===== config.mk =====
export PLATFORM = sky130hd
export DESIGN_NAME = lfu_cache_policy_core
export DESIGN_NICKNAME = d
export VERILOG_FILES = /design/src/lfu_pkg.sv /design/src/lfu_ctrl.sv /design/src/lfu_dp.sv /design/src/lfu_cache_policy_core.sv
export SDC_FILE = /design/constraint.sdc
export NUM_CORES = 2
export LEC_CHECK = 0
export BUFFER_PORTS_ARGS = -buffer_cell sky130_fd_sc_hd__buf_4
export CORE_MARGIN = 2
export CORE_UTILIZATION = 45
export DETAILED_ROUTE_END_ITERATION = 7
export PLACE_DENSITY_LB_ADDON = 0.1
export SYNTH_ARGS = -nofsm -noshare
export SYNTH_HDL_FRONTEND = slang
export SYNTH_HIERARCHICAL = 1
export SYNTH_SLANG_ARGS = --single-unit

===== constraint.sdc =====
create_clock -name clock -period 19.5 [get_ports clock]
set_input_delay 0 -clock clock [delete_from_list [all_inputs] [get_ports clock]]
set_output_delay 0 -clock clock [all_outputs]
set_load 0.005 [all_outputs]

===== src/lfu_pkg.sv =====
package lfu_pkg;

   // field widths of the request, response and entry store
   localparam int CSR_W   = 5;
   localparam int KEY_W   = 32;
   localparam int DATA_W  = 32;
   localparam int COUNT_W = 32;
   localparam int STAMP_W = 48;

   // capacity register value after reset
   localparam logic [CSR_W-1:0] CAP_RESET = 5'd16;

   // request kinds carried on tuser
   localparam logic MODE_LOOKUP = 1'b0;
   localparam logic MODE_STORE  = 1'b1;

   // data returned for anything but a lookup hit (all ones, i.e. -1)
   localparam logic [DATA_W-1:0] MISS_DATA = '1;

   // use count limits
   localparam logic [COUNT_W-1:0] COUNT_MAX   = '1;
   localparam logic [COUNT_W-1:0] COUNT_FIRST = 32'd1;

   // commands from the controller to the datapath
   typedef struct packed {
      logic load_req;   // capture the accepted item, clear the scan trackers
      logic rd_en;      // read one entry at the scan address
      logic commit;     // update the table and load the response register
   } cmd_type;

   // one table entry
   typedef struct packed {
      logic [KEY_W-1:0]   key;
      logic [DATA_W-1:0]  value;
      logic [COUNT_W-1:0] count;
      logic [STAMP_W-1:0] stamp;
   } entry_type;

   // saturating increment of a use count
   function automatic logic [COUNT_W-1:0] sat_inc(input logic [COUNT_W-1:0] c);
      logic [COUNT_W-1:0] r;
      r = (c == COUNT_MAX) ? c : c + COUNT_FIRST;
      return r;
   endfunction

endpackage


===== src/lfu_ctrl.sv =====
module lfu_ctrl #(
   parameter int CAPACITY = 16
) (
   input  logic                  clock,
   input  logic                  reset,
   input  logic                  req_tvalid,
   output logic                  req_tready,
   output logic                  rsp_tvalid,
   input  logic                  rsp_tready,
   output lfu_pkg::cmd_type      cmd,
   output logic [(CAPACITY > 1 ? $clog2(CAPACITY) : 1)-1:0] rd_addr
);

   localparam int IDX_W = (CAPACITY > 1) ? $clog2(CAPACITY) : 1;
   localparam logic [IDX_W-1:0] LAST_IDX = IDX_W'(CAPACITY - 1);

   typedef enum logic [1:0] {
      ST_IDLE,
      ST_SCAN,
      ST_DRAIN,
      ST_COMMIT
   } state_type;

   state_type         state_ff, state_in;
   logic [IDX_W-1:0]  scan_ff, scan_in;
   logic              rsp_valid_ff, rsp_valid_in;
   logic              accept;
   logic              out_free;

   assign accept   = req_tvalid && (state_ff == ST_IDLE);
   assign out_free = !rsp_valid_ff || rsp_tready;

   // command decode
   assign req_tready   = (state_ff == ST_IDLE);
   assign rsp_tvalid   = rsp_valid_ff;
   assign cmd.load_req = accept;
   assign cmd.rd_en    = (state_ff == ST_SCAN);
   assign cmd.commit   = (state_ff == ST_COMMIT) && out_free;
   assign rd_addr      = scan_ff;

   // next state
   always_comb begin
      state_in     = state_ff;
      scan_in      = scan_ff;
      rsp_valid_in = rsp_valid_ff;
      if (rsp_valid_ff && rsp_tready) begin
         rsp_valid_in = 1'b0;
      end
      case (state_ff)
         ST_IDLE: begin
            if (accept) begin
               state_in = ST_SCAN;
               scan_in  = '0;
            end
         end
         ST_SCAN: begin
            if (scan_ff == LAST_IDX) begin
               state_in = ST_DRAIN;
            end else begin
               scan_in = scan_ff + 1'b1;
            end
         end
         ST_DRAIN: begin
            state_in = ST_COMMIT;
         end
         ST_COMMIT: begin
            if (out_free) begin
               state_in     = ST_IDLE;
               rsp_valid_in = 1'b1;
            end
         end
         default: begin
            state_in = ST_IDLE;
         end
      endcase
   end

   // state and registered outputs
   always_ff @(posedge clock) begin
      if (reset) begin
         state_ff     <= ST_IDLE;
         scan_ff      <= '0;
         rsp_valid_ff <= 1'b0;
      end else begin
         state_ff     <= state_in;
         scan_ff      <= scan_in;
         rsp_valid_ff <= rsp_valid_in;
      end
   end

   // a commit never overwrites a response that is still waiting
   a_commit_free: assert property (@(posedge clock) disable iff (reset)
      cmd.commit |-> (!rsp_valid_ff || rsp_tready))
      else $error("commit while response register busy");

   // every commit presents a response on the next cycle
   a_commit_rsp: assert property (@(posedge clock) disable iff (reset)
      cmd.commit |=> rsp_valid_ff)
      else $error("commit without response");

endmodule


===== src/lfu_dp.sv =====
module lfu_dp #(
   parameter int CAPACITY = 16
) (
   input  logic                          clock,
   input  logic                          reset,
   input  logic                          csr_wr_en,
   input  logic [lfu_pkg::CSR_W-1:0]     csr_wr_data,
   input  logic                          req_tuser,
   input  logic [63:0]                   req_tdata,
   input  lfu_pkg::cmd_type              cmd,
   input  logic [(CAPACITY > 1 ? $clog2(CAPACITY) : 1)-1:0] rd_addr,
   output logic                          rsp_tuser,
   output logic [lfu_pkg::DATA_W-1:0]    rsp_tdata
);

   localparam int IDX_W = (CAPACITY > 1) ? $clog2(CAPACITY) : 1;
   localparam int OCC_W = $clog2(CAPACITY + 1);
   localparam int CW    = (OCC_W > lfu_pkg::CSR_W) ? OCC_W : lfu_pkg::CSR_W;

   // capacity register
   logic [lfu_pkg::CSR_W-1:0] cap_ff, cap_in;

   // captured request
   logic                        mode_ff;
   logic [lfu_pkg::KEY_W-1:0]   key_ff;
   logic [lfu_pkg::DATA_W-1:0]  din_ff;

   // entry store and scan read port
   lfu_pkg::entry_type mem [CAPACITY];
   lfu_pkg::entry_type rd_q_ff;
   logic               rd_pend_ff;
   logic [IDX_W-1:0]   rd_idx_ff;

   // scan trackers
   logic                         match_found_ff, match_found_in;
   logic [IDX_W-1:0]             match_idx_ff, match_idx_in;
   logic [lfu_pkg::DATA_W-1:0]   match_value_ff, match_value_in;
   logic [lfu_pkg::COUNT_W-1:0]  match_count_ff, match_count_in;
   logic                         free_found_ff, free_found_in;
   logic [IDX_W-1:0]             free_idx_ff, free_idx_in;
   logic                         best_found_ff, best_found_in;
   logic [IDX_W-1:0]             best_idx_ff, best_idx_in;
   logic [lfu_pkg::COUNT_W-1:0]  best_count_ff, best_count_in;
   logic [lfu_pkg::STAMP_W-1:0]  best_stamp_ff, best_stamp_in;

   // table state
   logic [CAPACITY-1:0]          valid_ff, valid_in;
   logic [OCC_W-1:0]             occ_ff, occ_in;
   logic [lfu_pkg::STAMP_W-1:0]  seq_ff, seq_in;

   // response register
   logic                         rsp_hit_ff, rsp_hit_in;
   logic [lfu_pkg::DATA_W-1:0]   rsp_data_ff, rsp_data_in;

   // table write
   logic                wr_en;
   logic [IDX_W-1:0]    wr_idx;
   lfu_pkg::entry_type  wr_entry;
   logic [IDX_W-1:0]    slot;

   logic [CW-1:0] cap_wide, cap_eff;
   logic          cap_zero, room;
   logic          rd_valid, is_match, is_free, is_better;

   // effective capacity
   assign cap_wide = CW'(cap_ff);
   assign cap_eff  = (cap_wide > CW'(CAPACITY)) ? CW'(CAPACITY) : cap_wide;
   assign cap_zero = (cap_eff == '0);
   assign room     = (CW'(occ_ff) < cap_eff);

   assign cap_in = csr_wr_en ? csr_wr_data : cap_ff;

   // compare of the entry read on the previous cycle
   assign rd_valid  = valid_ff[rd_idx_ff];
   assign is_match  = rd_pend_ff && rd_valid && (rd_q_ff.key == key_ff);
   assign is_free   = rd_pend_ff && !rd_valid;
   assign is_better = rd_pend_ff && rd_valid &&
                      (!best_found_ff || (rd_q_ff.count < best_count_ff) ||
                       ((rd_q_ff.count == best_count_ff) &&
                        (rd_q_ff.stamp < best_stamp_ff)));

   // tracker update
   always_comb begin
      match_found_in = match_found_ff;
      match_idx_in   = match_idx_ff;
      match_value_in = match_value_ff;
      match_count_in = match_count_ff;
      free_found_in  = free_found_ff;
      free_idx_in    = free_idx_ff;
      best_found_in  = best_found_ff;
      best_idx_in    = best_idx_ff;
      best_count_in  = best_count_ff;
      best_stamp_in  = best_stamp_ff;
      if (cmd.load_req) begin
         match_found_in = 1'b0;
         free_found_in  = 1'b0;
         best_found_in  = 1'b0;
      end else begin
         if (is_match && !match_found_ff) begin
            match_found_in = 1'b1;
            match_idx_in   = rd_idx_ff;
            match_value_in = rd_q_ff.value;
            match_count_in = rd_q_ff.count;
         end
         if (is_free && !free_found_ff) begin
            free_found_in = 1'b1;
            free_idx_in   = rd_idx_ff;
         end
         if (is_better) begin
            best_found_in = 1'b1;
            best_idx_in   = rd_idx_ff;
            best_count_in = rd_q_ff.count;
            best_stamp_in = rd_q_ff.stamp;
         end
      end
   end

   // commit: table update and response
   assign slot = room ? free_idx_ff : best_idx_ff;

   always_comb begin
      wr_en       = 1'b0;
      wr_idx      = match_idx_ff;
      wr_entry    = '{key: key_ff, value: din_ff, count: lfu_pkg::COUNT_FIRST,
                      stamp: seq_ff};
      valid_in    = valid_ff;
      occ_in      = occ_ff;
      seq_in      = seq_ff;
      rsp_hit_in  = rsp_hit_ff;
      rsp_data_in = rsp_data_ff;
      if (cmd.commit) begin
         rsp_hit_in  = 1'b0;
         rsp_data_in = lfu_pkg::MISS_DATA;
         if (!cap_zero) begin
            if (match_found_ff) begin
               // hit: refresh count and stamp, new value on store
               rsp_hit_in     = 1'b1;
               wr_en          = 1'b1;
               wr_idx         = match_idx_ff;
               wr_entry.count = lfu_pkg::sat_inc(match_count_ff);
               seq_in         = seq_ff + 1'b1;
               if (mode_ff == lfu_pkg::MODE_LOOKUP) begin
                  rsp_data_in    = match_value_ff;
                  wr_entry.value = match_value_ff;
               end
            end else if (mode_ff == lfu_pkg::MODE_STORE) begin
               // store miss: free slot while below capacity, else the victim
               wr_en          = 1'b1;
               wr_idx         = slot;
               seq_in         = seq_ff + 1'b1;
               valid_in[slot] = 1'b1;
               if (room) begin
                  occ_in = occ_ff + 1'b1;
               end
            end
         end
      end
   end

   // request capture and scan read
   always_ff @(posedge clock) begin
      if (cmd.load_req) begin
         mode_ff <= req_tuser;
         key_ff  <= req_tdata[31:0];
         din_ff  <= req_tdata[63:32];
      end
      if (cmd.rd_en) begin
         rd_q_ff <= mem[rd_addr];
      end
      rd_idx_ff <= rd_addr;
   end

   // entry store write
   always_ff @(posedge clock) begin
      if (wr_en) begin
         mem[wr_idx] <= wr_entry;
      end
   end

   // trackers and response payload
   always_ff @(posedge clock) begin
      match_idx_ff   <= match_idx_in;
      match_value_ff <= match_value_in;
      match_count_ff <= match_count_in;
      free_idx_ff    <= free_idx_in;
      best_idx_ff    <= best_idx_in;
      best_count_ff  <= best_count_in;
      best_stamp_ff  <= best_stamp_in;
      rsp_hit_ff     <= rsp_hit_in;
      rsp_data_ff    <= rsp_data_in;
   end

   // control state
   always_ff @(posedge clock) begin
      if (reset) begin
         cap_ff         <= lfu_pkg::CAP_RESET;
         rd_pend_ff     <= 1'b0;
         match_found_ff <= 1'b0;
         free_found_ff  <= 1'b0;
         best_found_ff  <= 1'b0;
         valid_ff       <= '0;
         occ_ff         <= '0;
         seq_ff         <= '0;
      end else begin
         cap_ff         <= cap_in;
         rd_pend_ff     <= cmd.rd_en;
         match_found_ff <= match_found_in;
         free_found_ff  <= free_found_in;
         best_found_ff  <= best_found_in;
         valid_ff       <= valid_in;
         occ_ff         <= occ_in;
         seq_ff         <= seq_in;
      end
   end

   assign rsp_tuser = rsp_hit_ff;
   assign rsp_tdata = rsp_data_ff;

   // occupancy tracks the number of valid entries
   a_occ_count: assert property (@(posedge clock) disable iff (reset)
      int'(occ_ff) == $countones(valid_ff))
      else $error("occupancy out of step with valid bits");

   // a store miss below capacity always found a free slot
   a_free_slot: assert property (@(posedge clock) disable iff (reset)
      (cmd.commit && !cap_zero && !match_found_ff &&
       (mode_ff == lfu_pkg::MODE_STORE) && room) |-> free_found_ff)
      else $error("store miss below capacity without free slot");

   // a store miss at capacity always found a victim
   a_victim: assert property (@(posedge clock) disable iff (reset)
      (cmd.commit && !cap_zero && !match_found_ff &&
       (mode_ff == lfu_pkg::MODE_STORE) && !room) |-> best_found_ff)
      else $error("store miss at capacity without victim");

endmodule


===== src/lfu_cache_policy_core.sv =====
// an item passes the entry scan, a drain step and the commit; the commit waits until
//   the output register is free; a new item is taken only after the previous commit
// the entry scan reads one table entry per cycle through a single read port
// a new item is taken while the previous response still waits on the output
// reset (synchronous): all entries invalid, occupancy and order counter zero,
//   capacity register 16
module lfu_cache_policy_core #(
   parameter int CAPACITY = 16
) (
   input  logic                        clock,
   input  logic                        reset,
   input  logic                        csr_wr_en,
   input  logic [lfu_pkg::CSR_W-1:0]   csr_wr_data,   // capacity
   input  logic                        req_tvalid,
   output logic                        req_tready,
   input  logic [63:0]                 req_tdata,     // key [31:0], data_in [63:32]
   input  logic                        req_tuser,     // mode
   output logic                        rsp_tvalid,
   input  logic                        rsp_tready,
   output logic [lfu_pkg::DATA_W-1:0]  rsp_tdata,     // data_out [31:0]
   output logic                        rsp_tuser      // hit
);

   localparam int IDX_W = (CAPACITY > 1) ? $clog2(CAPACITY) : 1;

   lfu_pkg::cmd_type  cmd;
   logic [IDX_W-1:0]  rd_addr;

   // sequencer
   lfu_ctrl #(
      .CAPACITY (CAPACITY)
   ) u_ctrl (
      .clock      (clock),
      .reset      (reset),
      .req_tvalid (req_tvalid),
      .req_tready (req_tready),
      .rsp_tvalid (rsp_tvalid),
      .rsp_tready (rsp_tready),
      .cmd        (cmd),
      .rd_addr    (rd_addr)
   );

   // entry table, scan trackers and response register
   lfu_dp #(
      .CAPACITY (CAPACITY)
   ) u_dp (
      .clock       (clock),
      .reset       (reset),
      .csr_wr_en   (csr_wr_en),
      .csr_wr_data (csr_wr_data),
      .req_tuser   (req_tuser),
      .req_tdata   (req_tdata),
      .cmd         (cmd),
      .rd_addr     (rd_addr),
      .rsp_tuser   (rsp_tuser),
      .rsp_tdata   (rsp_tdata)
   );

endmodule


### Word-level counts from Yosys, hierarchy flattened

Memory sizes are Yosys's and may differ from the RTL's. A register that Yosys moved wholly into a read port is not among the register bits.
Index checks and enable logic that the tools add are counted.

* RAM bits: 2304
* memories: 1
* register bits: 343
* input bits: 75
* output and inout bits: 35
* logic and storage cells: 118

Memories
* u_dp.mem: depth 16, width 144, read ports 1, clocked after memory_dff 1, write ports 1, RTL line lfu_dp.sv:29 `lfu_pkg::entry_type mem [CAPACITY];`

* $lt $le $gt $ge: 7
* reductions and logical operators: 33
* muxes and demuxes: 34
* add/subtract/negate cells: 4
* bitwise operators: 4
* equality and inequality tests: 11

Operators with widths (count)
* two-way mux 64 bit: 3
* two-way mux 48 bit: 2
* == test 32 bit: 2
* two-way mux 32 bit: 2
* adder 48 x 1 -> 48 bit (second input constant): 1
* less-than comparator 48 bit: 1
* adder 32 x 1 -> 32 bit (second input constant): 1
* == test 32 bit (second input constant): 1
* less-than comparator 32 bit: 1
* two-way mux 4 bit: 7
* OR 16 bit: 1
* two-way mux 1 bit: 12
* logical AND 1 bit: 11
* less-than comparator 4 x 5 -> 1 bit (second input constant): 2
* AND reduction 3 bit: 3
* case mux 2 bit (4 select lines): 1
* case mux 4 bit (2 select lines): 1
* two-way mux 2 bit: 3
* AND reduction 2 bit: 3
* adder 5 x 1 -> 5 bit (second input constant): 1
* greater-than comparator 5 bit (second input constant): 1
* logical NOT 1 bit: 5
* logical NOT 5 bit: 1
* less-than comparator 5 bit: 1
* other kinds (18): 26

### Logic depth before layout (Yosys ltp)

* word-level depth: 9
* depth in mapped cells: 11
* gate-level depth less buffers: 9

### By module

Netlist, hierarchy kept.

By module, submodules not included
* lfu_dp: area an instance 106403.3 um^2, seq. area each 82779.4 um^2, cells an instance 4702, times used 1
* lfu_ctrl: area an instance 430.4 um^2, seq. area each 140.1 um^2, cells an instance 49, times used 1

### Least setup slack after synthesis

No wires, ideal clock.

* kind: flip-flop to flip-flop
* start: register u_ctrl.state_ff[0]
* end: memory u_dp/mem[0][0] (netlist bit), enable pin
* path buffers: 0
* arrival: 10.416 ns
* library setup time: 0.686 ns
* clock period less this slack: 11.101 ns
* stages on the path, launching flop included: 8
* slack: 8.399 ns
* required time: 18.814 ns
* cell sequence: dfxtp_1 -> ha_1 -> nor2b_1 -> inv_1 -> a211oi_2 -> nand2_4 -> o32ai_2 -> a21boi_1

RTL lines
* start, declared: RTL line lfu_ctrl.sv:24 `state_type state_ff, state_in;`
* start signal, assigned: RTL line lfu_ctrl.sv:85 `state_ff <= state_in;`
* end, declared: RTL line lfu_dp.sv:29

==> flow_summary_export.csv <==
group,metric,value,unit
status,status,"finished, final reports clean",
power_and_ir_drop,power_leakage,38.1,nW
min_path,min_to,"u_ctrl/rd_addr[3]",
clocking,clk_pin_slew_worst_paths,0.06,ns
synth,synthArstFlopShare,0,%
floorplan,initial_utilization,45.3,%
timing,period_needed,6.23,ns
route,wire_per_inst,29.4,um
global_routing,grt_usage,21.0,%
clocking,cts_tree,"done",
route,vias,49533,
setup_path,r2r-start,"u_ctrl/state_ff[0]",
setup_path,worstSetupStartpointType,"flip-flop",
clocking,cts_max_level,5,
placed_design,portBuffers,109,
final_layout,regArea,82900,um^2
timing,maxSlewHeadroom,17.3,%
setup_path,r2r_cells,11,
synth,ys_warn_count,6,
floorplan,core,236000,um^2
min_path,min_path_cells,5,
timing,worst_pin_slew,1.23,ns
floorplan,ioPinCount,110,
clocking,postCtsSetupRepairBufs,0,
clocking,clk_latency,0.96,ns
timing,tns,0,ns
setup_path,cp.required,20.04,ns
synth,ys.flop_type,"edfxtp_1",
min_path,hp-class,"in2reg",
clocking,ctsLongestPathBuffers,4,
global_routing,grt_max_degree,104,
final_layout,fill_cells,18561,
setup_path,r2r_slack,13.27,ns
clocking,cts-root-buf,"clkbuf_16",
timing,finalSetupViolations,0,
placed_design,routabilityCongestion,0.772,
setup_path,r2r_end,"u_dp/mem[10][92]",
final_layout,finalCoreUtilization,52.1,%
clocking,cts.sinks,2791,
setup_path,crit_slowest_cell,"buf_4",
timing,rsz0062_at_grt,"false",
route,met2_length,124000,um
clocking,cts_buffers,309,
floorplan,die_x,491,um
power_and_ir_drop,power_density,114,nW/um^2
global_routing,antenna_found_initial,6,
global_routing,grt_pass1_vias,51717,
power_and_ir_drop,pwr-share-clk,39.1,%
flow_run,drv_cap,0,
global_routing,grt_pass1_wl,368000,um
power_and_ir_drop,swShare,22.8,%
route,dr_wl_met3,12200,um
clocking,cts_resized,0,
setup_path,crit_chain,"ha_1 -> nor2b_4 -> buf_4 -> inv_1 -> a211oi_2 -> nand2_4 -> o32a_1 -> nor2_4 -> buf_4 -> buf_4 -> buf_4",
route,drt_iter0_markers,4584,
global_routing,overflow,0,
route,totalWireLength,253000,um
synth,ys_types,76,
power_and_ir_drop,power.internal,10.8,mW
synth,synth_edf_count,2702,
setup_path,max_stage_delay,0.66,ns
setup_path,critPathKind,"reg2reg",
final_layout,nets,5395,
route,route.detailed.drc,0,
floorplan,die_h,491,um
setup_path,endpoint_kind,"flip-flop",
timing,slew_violations,0,
final_layout,multi_input_area,22800,um^2
timing,period_share,32.0,%
final_layout,syn2layout_area_growth,14.9,%
synth,ys_ff_latch,2791,
timing,finClkSkew,0.0736,ns
setup_path,cp.arrival,6.78,ns
route,viasPerCell,5.76,
setup_path,cp_max_fo,38,
power_and_ir_drop,p_sw,3.19,mW
min_path,min_from,"req_tvalid",
route,top_layer,"met5",
synth,ys_seq_area_share,77.6,%
route,first_pass_iters,7,
timing,hold_viol_final,0,
synth,syn_area,107000,um^2
power_and_ir_drop,irDropWorstVdd,74.0,uV
power_and_ir_drop,p_seq_share,50.6,%
route,met1_length,112000,um
placed_design,hpwl,134000,um
power_and_ir_drop,combPwrFrac,10.2,%
timing,max_clock_freq,160,MHz
floorplan,rows,178,
floorplan,die-area,241000,um^2
setup_path,cp_common_cell,"buf_4",
synth,syn_inst,4751,
route,drtAntennaViolNets,0,
final_layout,layout-drive-gt1-share,25.9,%
synth,synth_nets,4917,
synth,avgSynthCellArea,22.5,um^2
==> worst max path at each step <==
stage	from	to	slack (ns)
2_1_floorplan	u_ctrl/state_ff[0]	u_dp/mem[0][0]	8.40
3_3_place_gp	u_ctrl/state_ff[0]	u_dp/mem[10][99]	13.12
3_5_place_dp	u_ctrl/state_ff[0]	u_dp/mem[10][99]	13.07
4_1_cts	u_ctrl/state_ff[0]	u_dp/mem[10][86]	13.04
5_1_grt	u_ctrl/state_ff[0]	u_dp/mem[10][92]	12.84
6_report	u_ctrl/state_ff[0]	u_dp/mem[10][92]	13.27
==> routing by layer <==
| layer | vias up | GRT usage, % |
|---|---|---|
| met2 | 1286 | 34.2 |
| met5 | - | 0 |
| met1 | 26986 | 30.2 |
| met3 | 336 | 3.30 |
| met4 | 2 | 4.65 |
| li1 | 20923 | - |
==> placed cells by master, fill, tap and decap left out, types with 45 or more instances in the layout <==
cell type / instances
a21oi_1: 73
buf_4: 211
clkbuf_1: 69
clkbuf_16: 317
clkinv_1: 60
clkinv_2: 51
dfxtp_1: 85
dlygate4sd3_1: 158
edfxtp_1: 2702
ha_1: 90
inv_1: 105
mux4_2: 706
nand2_1: 79
nand3_1: 45
nand4_1: 49
nor2_1: 116
xnor2_1: 59
xor2_1: 48
==> critical path, delay by kind of cell (launching register included) <==
family	cells	cell delay [ns]
AOI/OAI and AO/OA	2	1.15
and+or+nand+nor	3	1.20
buffers and inverters	5	2.70
DFF	1	0.42
adders and majority gates	1	0.24
==> cell usage after synthesis (8+ instances only) <==
master       n  area, um^2
and2_1       9        56.3
ha_1        91        1140
buf_2       75         375
nand3_1     45         225
or3_1       43         269
mux2_2      35         394
and3_1      17         106
nor3_1      18        90.1
xor2_1      48         420
edfxtp_1  2702       81100
nor2b_1     32         200
clkbuf_1   109         409
xnor2_1     59         517
dfxtp_1     89        1780
nand4_1     49         307
buf_1       14        52.6
and4_1      22         193
o21ai_0     22         110
a31oi_1      8        50.1
a211oi_1    27         203
nor2_1     126         473
nand2_1     79         297
mux2i_1     34         340
mux4_2     706       15900
a21oi_1     75         375
nor4_1       9        56.3
inv_1      105         394
==> state kept, by name (all words and copies together), names as in the netlist, 2 cells and up <==
register / cells
u_ctrl/rd_addr: 4
u_ctrl/state_ff: 2
u_dp/best_count_ff: 32
u_dp/best_idx_ff: 4
u_dp/best_stamp_ff: 48
u_dp/cap_ff: 5
u_dp/din_ff: 32
u_dp/free_idx_ff: 4
u_dp/key_ff: 32
u_dp/match_count_ff: 32
u_dp/match_idx_ff: 4
u_dp/match_value_ff: 32
u_dp/mem: 2304
u_dp/occ_ff: 5
u_dp/rd_idx_ff: 4
u_dp/rd_q_ff: 144
u_dp/rsp_tdata: 32
u_dp/seq_ff: 48
u_dp/valid_ff: 16
==> power by group through the flow <==
stage          sequential [mW]  combinational [mW]  clock (mW)
2_1_floorplan             7.12                1.05           0
3_3_place_gp              7.21                1.44           0
3_5_place_dp              7.21                1.45           0
4_1_cts                   7.09                1.48        5.61
5_1_grt                   7.11                1.56        5.85
6_report                  7.08                1.43        5.48
==> cell type report <==
class | count | share of cell area (%)
Antenna cell | 4 | 0.00816
Clock buffer | 394 | 6.77
Clock inverter | 138 | 0.879
Inverter | 106 | 0.324
Multi-Input combinational cell | 1646 | 18.5
Sequential cell | 2791 | 67.6
Tap cell | 3150 | 3.21
Timing Repair Buffer | 375 | 2.68
==> metrics by stage <==
stage	power, mW	instances	hold slack [ns]	setup WS, ns	area [um^2]
after detailed placement	8.66	7910	0.179	13.07	112000
after global routing	14.5	8602	0.140	12.84	123000
after floorplan	8.17	4751	0.0691	8.40	107000
after CTS	14.2	8600	0.0649	13.04	123000
after global placement	8.65	7910	0.178	13.12	112000
final	14.0	8604	0.150	13.27	123000
==> what timing repair did <==
item	in CTS	in global routing
setup endpoints to repair	0	0
hold buffers	158	0
hold endpoints to repair	160	0
==> cells by family after synthesis <==
| kind of cell | Yosys count | share of synthesized area, % |
|---|---|---|
| flip-flops | 2791 | 77.6 |
| multiplexers | 777 | 15.6 |
| AND/OR/NAND/NOR | 475 | 2.33 |
| buffers and inverters | 314 | 1.25 |
| AO/OA/AOI/OAI | 196 | 1.26 |
| XOR/XNOR | 107 | 0.877 |
| adder cells (fa/ha/maj) | 91 | 1.07 |
(Power assumes the default switching activity.)
